**src/design/single_wire_frame_transmitter_top_assert.svh**
```systemverilog
// Assertion macros shared by the single-wire frame transmitter RTL.
`ifndef SINGLE_WIRE_FRAME_TRANSMITTER_TOP_ASSERT_SVH
`define SINGLE_WIRE_FRAME_TRANSMITTER_TOP_ASSERT_SVH

// Same-cycle implication, checked at every clock edge outside reset.
`define SWFT_ASSERT_NOW(label, ante, cons, msg) \
	label: assert property (@(posedge clk) disable iff (!arst_n) (ante) |-> (cons)) \
		else $error(msg);

// Next-cycle implication, checked at every clock edge outside reset.
`define SWFT_ASSERT_NEXT(label, ante, cons, msg) \
	label: assert property (@(posedge clk) disable iff (!arst_n) (ante) |=> (cons)) \
		else $error(msg);

`endif

```
**src/design/swft_pkg.sv**
```systemverilog
// Package for the single-wire frame transmitter: codes, widths and reset values.
package swft_pkg;

	// Command codes carried in func
	localparam int FUNC_W = 2;
	typedef enum logic [FUNC_W-1:0] {
		FUNC_TICK = 2'd0,
		FUNC_SEND = 2'd1,
		FUNC_WAIT = 2'd2,
		FUNC_HOLD = 2'd3
	} func_t;

	// Configuration register map
	localparam int CFG_IDX_W  = 2;
	localparam int CFG_DATA_W = 10;
	localparam logic [CFG_IDX_W-1:0] REG_SHORT_PHASE = 2'd0;
	localparam logic [CFG_IDX_W-1:0] REG_STOP_LOW    = 2'd1;
	localparam logic [CFG_IDX_W-1:0] REG_LATCH_HIGH  = 2'd2;

	// Register widths and reset values
	localparam int SHORT_W = 8;
	localparam int STOP_W  = 8;
	localparam int LATCH_W = 10;
	localparam logic [SHORT_W-1:0] SHORT_PHASE_RST = 8'd3;
	localparam logic [STOP_W-1:0]  STOP_LOW_RST    = 8'd12;
	localparam logic [LATCH_W-1:0] LATCH_HIGH_RST  = 10'd300;

	// Phase countdown holds up to three short phases or the latch time
	localparam int CNT_W = 10;

	// Default frame layout
	localparam int ADDR_BITS_DEF = 3;
	localparam int DATA_BITS_DEF = 8;

endpackage

```
**src/design/single_wire_frame_transmitter_top.sv**
```systemverilog
// Single-wire frame transmitter: pulse-width coded frames on an idle-high wire.
//
// Usage:
//  - Input channel (in_valid/in_ready) carries func, reg_addr, reg_value. func selects
//    a one-microsecond tick, a frame send, an idle-high wait or a hold-low command.
//  - Output channel (out_valid/out_ready) returns one transaction per input: the wire
//    level after the item, busy_res, and refused for a send, wait or hold while busy.
//  - Configuration: cfg_wr_en/cfg_index/cfg_data write short phase, stop low and latch
//    high lengths; write only while the block is idle. Unknown indexes are ignored.
// Timing:
//  - An accepted item lands in the input register, is processed in one pass against the
//    frame state and its result moves to the output register, which drives out_valid,
//    as soon as the output register is free.
//  - One item per cycle while out_ready is high; the single in/out register pair sets it.
//  - When out_ready is low the output register holds; the input register still takes
//    one more item, then in_ready drops until the output drains.
// Reset:
//  - arst_n clears the pipeline, returns the line high and idle, and restores the
//    register defaults (3, 12, 300).
`include "single_wire_frame_transmitter_top_assert.svh"

module single_wire_frame_transmitter_top #(
	parameter int ADDR_BITS = swft_pkg::ADDR_BITS_DEF,
	parameter int DATA_BITS = swft_pkg::DATA_BITS_DEF
) (
	input  logic                             clk,
	input  logic                             arst_n,
	// configuration write port
	input  logic                             cfg_wr_en,
	input  logic [swft_pkg::CFG_IDX_W-1:0]   cfg_index,
	input  logic [swft_pkg::CFG_DATA_W-1:0]  cfg_data,
	// input channel
	input  logic                             in_valid,
	output logic                             in_ready,
	input  logic [swft_pkg::FUNC_W-1:0]      func,
	input  logic [ADDR_BITS-1:0]             reg_addr,
	input  logic [DATA_BITS-1:0]             reg_value,
	// output channel
	output logic                             out_valid,
	input  logic                             out_ready,
	output logic                             line_level,
	output logic                             busy_res,
	output logic                             refused
);
	import swft_pkg::*;

	localparam int FB_W        = ADDR_BITS + DATA_BITS;
	localparam int PH_W        = $clog2(2 * FB_W + 2);
	localparam int STOP_PH_I   = 2 * FB_W;
	localparam int LATCH_PH_I  = 2 * FB_W + 1;
	localparam logic [PH_W-1:0] STOP_PH  = PH_W'(STOP_PH_I);
	localparam logic [PH_W-1:0] LATCH_PH = PH_W'(LATCH_PH_I);

	// configuration registers
	logic [SHORT_W-1:0] short_phase_q;
	logic [STOP_W-1:0]  stop_low_q;
	logic [LATCH_W-1:0] latch_high_q;

	// frame state
	logic            wire_q, wire_d;
	logic [PH_W-1:0] phase_q, phase_d;
	logic [CNT_W-1:0] cnt_q, cnt_d;
	logic [FB_W-1:0] bits_q, bits_d;
	logic            active_q, active_d;
	logic            wait_q, wait_d;
	logic            refused_d;

	// pipeline registers
	logic                 valid_s1;
	func_t                func_s1;
	logic [ADDR_BITS-1:0] addr_s1;
	logic [DATA_BITS-1:0] value_s1;
	logic                 valid_s2;
	logic                 level_s2, busy_s2, refused_s2;

	logic adv_s1, take_in;

	// load helpers
	logic             do_load;
	logic [CNT_W-1:0] short_len, long_len;
	logic [FB_W-1:0]  bits_sh;
	logic             cur_bit;

	// handshake: output stage frees when empty or drained
	assign adv_s1    = valid_s1 && (!valid_s2 || out_ready);
	assign in_ready  = !valid_s1 || adv_s1;
	assign take_in   = in_valid && in_ready;
	assign out_valid = valid_s2;
	assign line_level = level_s2;
	assign busy_res   = busy_s2;
	assign refused    = refused_s2;

	// configuration writes
	always_ff @(posedge clk or negedge arst_n) begin
		if (!arst_n) begin
			short_phase_q <= SHORT_PHASE_RST;
			stop_low_q    <= STOP_LOW_RST;
			latch_high_q  <= LATCH_HIGH_RST;
		end else if (cfg_wr_en) begin
			case (cfg_index)
				REG_SHORT_PHASE: short_phase_q <= cfg_data[SHORT_W-1:0];
				REG_STOP_LOW:    stop_low_q    <= cfg_data[STOP_W-1:0];
				REG_LATCH_HIGH:  latch_high_q  <= cfg_data[LATCH_W-1:0];
				default: ;
			endcase
		end
	end

	// phase lengths
	assign short_len = CNT_W'(short_phase_q);
	assign long_len  = CNT_W'({short_phase_q, 1'b0}) + CNT_W'(short_phase_q);

	// next frame state for the transaction in stage 1
	always_comb begin
		wire_d    = wire_q;
		phase_d   = phase_q;
		cnt_d     = cnt_q;
		bits_d    = bits_q;
		active_d  = active_q;
		wait_d    = wait_q;
		refused_d = 1'b0;
		do_load   = 1'b0;
		bits_sh   = '0;
		cur_bit   = 1'b0;
		case (func_s1)
			FUNC_TICK: begin
				if (active_q) begin
					if (cnt_q > CNT_W'(1)) begin
						cnt_d = cnt_q - CNT_W'(1);
					end else if (wait_q || phase_q >= LATCH_PH) begin
						active_d = 1'b0;
						wait_d   = 1'b0;
						wire_d   = 1'b1;
						phase_d  = '0;
						cnt_d    = '0;
					end else begin
						phase_d = phase_q + PH_W'(1);
						do_load = 1'b1;
					end
				end
			end
			FUNC_SEND: begin
				if (active_q) begin
					refused_d = 1'b1;
				end else begin
					bits_d   = {value_s1, addr_s1};
					active_d = 1'b1;
					wait_d   = 1'b0;
					phase_d  = '0;
					do_load  = 1'b1;
				end
			end
			FUNC_WAIT: begin
				if (active_q) begin
					refused_d = 1'b1;
				end else begin
					active_d = 1'b1;
					wait_d   = 1'b1;
					phase_d  = '0;
					wire_d   = 1'b1;
					cnt_d    = CNT_W'(stop_low_q);
				end
			end
			FUNC_HOLD: begin
				if (active_q) begin
					refused_d = 1'b1;
				end else begin
					wire_d = 1'b0;
				end
			end
			default: ;
		endcase

		// phase load: bit phases, then stop low, then latch high
		if (do_load) begin
			bits_sh = bits_d >> phase_d[PH_W-1:1];
			cur_bit = bits_sh[0];
			if (phase_d < STOP_PH) begin
				if (!phase_d[0]) begin
					wire_d = 1'b0;
					cnt_d  = cur_bit ? long_len : short_len;
				end else begin
					wire_d = 1'b1;
					cnt_d  = cur_bit ? short_len : long_len;
				end
			end else if (phase_d == STOP_PH) begin
				wire_d = 1'b0;
				cnt_d  = CNT_W'(stop_low_q);
			end else begin
				wire_d = 1'b1;
				cnt_d  = CNT_W'(latch_high_q);
			end
		end
	end

	// control: stage valids and frame state
	always_ff @(posedge clk or negedge arst_n) begin
		if (!arst_n) begin
			valid_s1 <= 1'b0;
			valid_s2 <= 1'b0;
			wire_q   <= 1'b1;
			phase_q  <= '0;
			cnt_q    <= '0;
			bits_q   <= '0;
			active_q <= 1'b0;
			wait_q   <= 1'b0;
		end else begin
			if (in_ready) begin
				valid_s1 <= in_valid;
			end
			if (adv_s1) begin
				valid_s2 <= 1'b1;
			end else if (out_ready) begin
				valid_s2 <= 1'b0;
			end
			if (adv_s1) begin
				wire_q   <= wire_d;
				phase_q  <= phase_d;
				cnt_q    <= cnt_d;
				bits_q   <= bits_d;
				active_q <= active_d;
				wait_q   <= wait_d;
			end
		end
	end

	// payload registers
	always_ff @(posedge clk) begin
		if (take_in) begin
			func_s1  <= func_t'(func);
			addr_s1  <= reg_addr;
			value_s1 <= reg_value;
		end
		if (adv_s1) begin
			level_s2   <= wire_d;
			busy_s2    <= active_d;
			refused_s2 <= refused_d;
		end
	end

	// checks on the frame state and results
	`SWFT_ASSERT_NOW(a_idle_phase_zero, !active_q, phase_q == '0 && cnt_q == '0 && !wait_q,
		"idle block holds phase or countdown")
	`SWFT_ASSERT_NOW(a_phase_range, active_q, phase_q <= LATCH_PH,
		"phase number past latch phase")
	`SWFT_ASSERT_NOW(a_refused_busy, valid_s2 && refused_s2, busy_s2,
		"refused transaction reported while free")
	`SWFT_ASSERT_NEXT(a_state_hold, !adv_s1, $stable(active_q) && $stable(cnt_q),
		"frame state moved without a transaction")

endmodule
```
**config.mk**
```make
export PLATFORM = sky130hd
export DESIGN_NAME = single_wire_frame_transmitter_top
export DESIGN_NICKNAME = d
export VERILOG_FILES = /design/src/design/swft_pkg.sv /design/src/design/single_wire_frame_transmitter_top.sv
export VERILOG_INCLUDE_DIRS = /design/src /design/src/design
export SDC_FILE = /design/constraint.sdc
export NUM_CORES = 1
export LEC_CHECK = 0
export BUFFER_PORTS_ARGS = -buffer_cell sky130_fd_sc_hd__clkbuf_2
export CORE_MARGIN = 2
export CORE_UTILIZATION = 65
export DETAILED_ROUTE_END_ITERATION = 8
export HOLD_SLACK_MARGIN = 0.02
export PLACE_DENSITY = 0.85
export SETUP_SLACK_MARGIN = 0.4
export SKIP_LAST_GASP = 1
export SLEW_MARGIN = 20
export SYNTH_ARGS = -nofsm -noshare
export SYNTH_HDL_FRONTEND = slang
export SYNTH_SLANG_ARGS = --single-unit
```
**constraint.sdc**
```tcl
create_clock -name clk -period 8.1 [get_ports clk]
set_input_delay 0.405 -clock clk [delete_from_list [all_inputs] [get_ports clk]]
set_output_delay 0.405 -clock clk [all_outputs]
set_load 0.005 [all_outputs]
```
=== Word level (Yosys, flattened, before mapping) ===
Cells that the tools add are included.
Widths: inputs -> output; s select.

* Flip-flop bits (word level): 73
* Bits in latches: 0
* Bits in writable memories: 0
* ROM bits: 0
* Bits of input ports: 30
* Output and inout port bits: 5
* Word-level logic and storage cells: 102
* Memories kept: 0

* Add/subtract/negate cells: 3
* Multiply operators: 0
* Div/mod/pow operators: 0
* $lt $le $gt $ge: 3
* Equality and inequality tests: 14
* Shifts and indexed selects: 1
* Muxes and demuxes: 45
* Bitwise operators: 0
* Reductions and logical operators: 19

{| class="wikitable"
|+ Operator list
! cell !! number
|-
| $mux 10 || 10
|-
| $mux 1 || 23
|-
| $mux 11 || 2
|-
| $mux 5 || 4
|-
| $pmux 10 s2 || 1
|-
| $shr 11x4->1 || 1
|-
| $add 9x8->10 || 1
|-
| $gt 10x1->1 const B || 1
|-
| $ne 2x2->1 const B || 5
|-
| $pmux 5 s2 || 1
|-
| $sub 10x1->10 const B || 1
|-
| $reduce_and 7->1 || 1
|-
| $eq 2x2->1 const B || 3
|-
| $ne 3x3->1 const B || 2
|-
| $pmux 1 s3 || 2
|-
| $reduce_and 2->1 || 3
|-
| $reduce_bool 3->1 || 2
|-
| $add 5x1->5 const B || 1
|-
| $eq 5x5->1 const B || 1
|-
| $ge 5x5->1 const B || 1
|-
| $lt 5x5->1 const B || 1
|-
| $reduce_and 5->1 || 1
|-
| $eq 2x1->1 const B || 2
|-
| $logic_not 2->1 || 2
|-
| 8 further kinds || 13
|}

=== Logic depth before layout (Yosys ltp) ===
* Word-level depth: 11
* Mapped depth: 14
* Mapped depth without buffers: 12

=== Least setup slack after synthesis ===
OpenSTA, ideal clock, no wires.

* Path type: reg-to-reg
* Start: register func_s1[0]
* End: register cnt_q[5]
* Setup time: 94 ps
* Arrival: 3232 ps
* Data required time: 8006 ps
* Setup slack: 4774 ps
* Cell stages (with the launch flop): 13
* Path buffers: 1
* Period minus slack after synthesis: 3326 ps
* Cell sequence: edfxtp_1 > inv_1 > ha_1 > buf_2 > nor2b_1 > nand4_1 > o41a_1 > and2_1 > o32ai_4 > mux2i_4 > o31ai_4 > o31a_1 > a221oi_2

* Cells in the longest elaborated chain, start to end: 8
* Elaborated cells on any way between the ends: 22
* Classes of those cells: order compare (1); eq/ne (6); shift (1); mux (10); reduce/logical (4)

{| class="wikitable"
|+ RTL lines
! item !! line !! source
|-
| start, declared || single_wire_frame_transmitter_top.sv:70 || <nowiki>func_t func_s1;</nowiki>
|-
| start signal, assigned || single_wire_frame_transmitter_top.sv:230 || <nowiki>func_s1 <= func_t'(func);</nowiki>
|-
| $eq 2x2->1 / $eq 2x1->1 (equally long branches) || single_wire_frame_transmitter_top.sv:125 || <nowiki>case (func_s1)</nowiki>
|-
| $reduce_or 2->1 (no source line) || -- ||
|-
| $pmux 5 s2 || single_wire_frame_transmitter_top.sv:125 ||
|-
| $shr 11x4->1 || single_wire_frame_transmitter_top.sv:176 || <nowiki>bits_sh = bits_d >> phase_d[PH_W-1:1];</nowiki>
|-
| $mux 10 (on tied branches) || single_wire_frame_transmitter_top.sv:181, single_wire_frame_transmitter_top.sv:184 ||
|-
| $mux 10 || single_wire_frame_transmitter_top.sv:179 || <nowiki>if (!phase_d[0]) begin</nowiki>
|-
| $mux 10 || single_wire_frame_transmitter_top.sv:178 || <nowiki>if (phase_d < STOP_PH) begin</nowiki>
|-
| $mux 10 || single_wire_frame_transmitter_top.sv:175 || <nowiki>if (do_load) begin</nowiki>
|-
| end signal, assigned || single_wire_frame_transmitter_top.sv:219 || <nowiki>cnt_q <= cnt_d;</nowiki>
|-
| end, declared || single_wire_frame_transmitter_top.sv:62 || <nowiki>logic [CNT_W-1:0] cnt_q, cnt_d;</nowiki>
|}

Parallel ways exist; a longest one is shown, timed or not.
A chain may end at the register's enable or synchronous reset.

=== Worst setup path after layout ===
* Start: register phase_q[1]
* End: register cnt_q[6]

* Cells in the longest elaborated chain, start to end: 11
* Elaborated cells on any way between the ends: 26
* Classes of those cells: add/sub (1); order compare (2); eq/ne (4); shift (1); mux (15); reduce/logical (3)

{| class="wikitable"
|+ RTL lines
! item !! line !! source
|-
| start, declared || single_wire_frame_transmitter_top.sv:61 || <nowiki>logic [PH_W-1:0] phase_q, phase_d;</nowiki>
|-
| start signal, assigned || single_wire_frame_transmitter_top.sv:218 || <nowiki>phase_q <= phase_d;</nowiki>
|-
| $ge 5x5->1 || single_wire_frame_transmitter_top.sv:130 || <nowiki>end else if (wait_q || phase_q >= LATCH_PH) begin</nowiki>
|-
| $logic_or 1x1->1 || single_wire_frame_transmitter_top.sv:130 ||
|-
| $mux 5 || single_wire_frame_transmitter_top.sv:130 ||
|-
| $mux 5 || single_wire_frame_transmitter_top.sv:128 || <nowiki>if (cnt_q > CNT_W'(1)) begin</nowiki>
|-
| $mux 5 || single_wire_frame_transmitter_top.sv:127 || <nowiki>if (active_q) begin</nowiki>
|-
| $pmux 5 s2 || single_wire_frame_transmitter_top.sv:125 ||
|-
| $shr 11x4->1 || single_wire_frame_transmitter_top.sv:176 ||
|-
| $mux 10 (on tied branches) || single_wire_frame_transmitter_top.sv:181, single_wire_frame_transmitter_top.sv:184 ||
|-
| $mux 10 || single_wire_frame_transmitter_top.sv:179 ||
|-
| $mux 10 || single_wire_frame_transmitter_top.sv:178 ||
|-
| $mux 10 || single_wire_frame_transmitter_top.sv:175 ||
|}

Parallel ways exist; a longest one is shown, timed or not.

==> impl_results.md <==
- Clock slew at reported path FFs: 0.09 ns
- Syn_area_per_cell: 10.3 um^2
- Crit Path Class: reg2reg
- Hold/Removal Path Class: in2async
- Clock Path Buffers: 2
- Syn-to-layout area delta: 9.19%
- Min Tclk post-route: 3.76 ns
- Total Wirelength: 11,500 um
- Post-synth EDFFs: 16
- Crit path required time: 8.36 ns
- Final Non-Filler Cells: 582
- Antenna cell count: 0
- First-pass GRT wire length: 18,400 um
- Final instance area: 5090 um^2
- Synth Instances: 451
- Distinct cells, synth: 76
- Multi-input combinational cell area: 2590 um^2
- Clock buffer count from CTS: 9
- Initial Util: 0.678
- Unrepaired setup endpoints after global routing: no
- DRT Pass-1 Iters: 5
- Endpoints failing setup: 0
- Setup TNS Final: 0 ns
- Synth warn: 0
- GRT Total Usage: 0.310
- Skew final: 0.0105 ns
- Antenna violations before repair: 0
- Routed len/inst: 19.8 um
- Fin nets: 528
- CP Launch Type: flip-flop
- Flops & latches, synth: 73
- Die H: 88.7 um
- Critical path peak fanout: 13
- Ys async rst share: 0.781
- Worst-margin pin slew: 0.841 ns
- Fraction of layout cells with a size suffix above 1: 0.255
- CTS HTree Levels: 3
- Crit path arrival time: 4.02 ns
- Clock sink count: 73
- Num rows: 30
- Clock root cell: clkbuf_8
- CTS tree: yes
- Clock insertion delay at the later pin of the skew report: 0.34 ns
- Power Dens Cells: 254 nW/um^2
- Final worst path period share: 0.464
- Post-synthesis cell area: 4660 um^2
- Number of global-route vias before repair: 3,698
- DR iter-0 viols: 294
- Cell area after placement: 4880 um^2
- Outcome: complete, no violations
- # IOs: 35
- Commonest non-fill, non-tap cell in the layout: dfrtp_1
- Leak pwr: 2.13 nW
- Fmax achieved: 266 MHz
- Final Util: 0.740
- Die area: 7860 um^2
- Vias/cell: 6.49
- Cts hold-fix bufs: 0
- Layout fillers: 504
- R2R depth: 11
- Final hold vios: 0
- Most frequent cells in the layout: dfrtp_1, nand2_1, mux2_2, clkbuf_2, nor2_1
- GP Congestion: 0.932
- Placed insts: 566
- Maximum vdd ir drop: 0.000190 V
- Hold slack: 0.192 ns
- Max-cap violations: 0
- Core Area: 6870 um^2
- Syn Nets: 498
- Reg-to-reg slack, setup: 4.34 ns
- Largest net degree at the start of global routing: 58
- Fin. max-slew vios: 0
- Headroom to the max-slew limit: 0.439
- Dominant synthesized flop cell: dfrtp_1
- Post-CTS sizing: 0
- Sequential share of the synthesized area: 0.412
- Buffers on Ports: 34
- Critical Path Sink Type: flip-flop
- Die width: 88.7 um
- Post-DRT Antenna Nets: 0
- Reg-to-reg startpoint: phase_q[1]
- Routed vias: 3,779
- Worst r2r dst: cnt_q[6]
- Dpl hpwl: 8570 um
- DRC: 0
- Post-CTS Setup Bufs: 0
- Grt ovf: 0
- Sequential cell area: 1920 um^2
## cell type report
cell class	instances	share of cell area
Inverter	17	0.0125
Clock buffer	9	0.0244
Clock inverter	7	0.0153
Tap cell	96	0.0236
Timing Repair Buffer	37	0.0379
Sequential cell	73	0.377
Multi-Input combinational cell	343	0.509
## worst max-delay path: stages (launching register included)
cell      delay (ns)
dfrtp_1         0.55
ha_1            0.36
a211oi_4        0.28
nor2_2          0.11
or4b_4          0.57
nand3b_1        0.12
o211ai_2        0.12
o32ai_4         0.46
mux2i_4         0.37
o31ai_4         0.15
o31a_1          0.34
a221oi_2        0.23
## sequential cells by signal, indices dropped and copies added, names as in the netlist
name / flops
active_q: 1
addr_s1: 3
bits_q: 11
busy_res: 1
cnt_q: 10
func_s1: 2
latch_high_q: 10
line_level: 1
out_valid: 1
phase_q: 5
refused: 1
short_phase_q: 8
stop_low_q: 8
valid_s1: 1
value_s1: 8
wait_q: 1
wire_q: 1
## metal layers
metal / track usage / vias to the layer above / part of all wire
met5: 0 / - / 0
met4: 0.0923 / 0 / 0.014
met3: 0.0616 / 18 / 0.062
met2: 0.472 / 153 / 0.46
met1: 0.451 / 1841 / 0.47
li1: - / 1767 / -
## report_power, final
| part | switching, W | internal [W] |
|---|---|---|
| logic | 0.000230 | 0.000201 |
| clock network | 0.000151 | 0.000145 |
| registers | 0.0000942 | 0.000470 |
| total | 0.000476 | 0.000817 |
## worst max-delay path by stage
stage / startpoint / endpoint / slack, ns
floorplan: func_s1[0] / cnt_q[5] / 4.77
global placement: phase_q[1] / cnt_q[6] / 4.47
detailed placement: func_s1[0] / cnt_q[5] / 4.38
CTS: func_s1[0] / cnt_q[5] / 4.36
global route: func_s1[0] / cnt_q[5] / 4.12
finish: phase_q[1] / cnt_q[6] / 4.34
## synthesized netlist by cell type, types with 3 or more instances
cell,instances,share of area
o22ai_1,3,0.0040
mux2_2,35,0.085
o31a_1,4,0.0075
a221oi_1,9,0.017
ha_1,16,0.043
nor3_1,7,0.0075
a211oi_1,6,0.0097
a31oi_1,4,0.0054
edfxtp_1,16,0.10
dfrtp_1,48,0.26
dfstp_2,9,0.051
nor2_1,32,0.026
a21oi_1,23,0.025
nand2b_1,7,0.0094
nor4_1,5,0.0067
nand2_1,40,0.032
a221o_1,3,0.0064
xor2_1,4,0.0075
nand3b_1,7,0.011
mux2i_1,13,0.028
nor3_2,3,0.0064
clkbuf_1,13,0.010
o21ai_0,22,0.024
xnor2_1,4,0.0075
inv_1,17,0.014
nand3_1,11,0.012
a21o_1,5,0.0081
o31ai_1,3,0.0048
o21ai_1,10,0.011
nor2b_1,6,0.0081
nand4_1,3,0.0040
buf_2,3,0.0032
## per-stage QoR
stage / worst slack [ns] / total power (W)
final: 4.34 / 0.00129
after global routing: 4.12 / 0.00136
after CTS: 4.36 / 0.00129
after detailed placement: 4.38 / 0.000992
after global placement: 4.47 / 0.000975
after floorplan: 4.77 / 0.000876
## kinds of logic (layout without fill, tap and decap cells)
kind of cell,after synthesis,in the layout,synth area share
AO/OA/AOI/OAI,128,128,0.214
XOR/XNOR,8,8,0.0150
adder cells (fa/ha/maj),17,17,0.0473
buffers and inverters,35,70,0.0322
flip-flops,73,73,0.412
multiplexers,50,50,0.121
AND/OR/NAND/NOR,140,140,0.159
No activity file was read; power rests on OpenSTA's default activity.
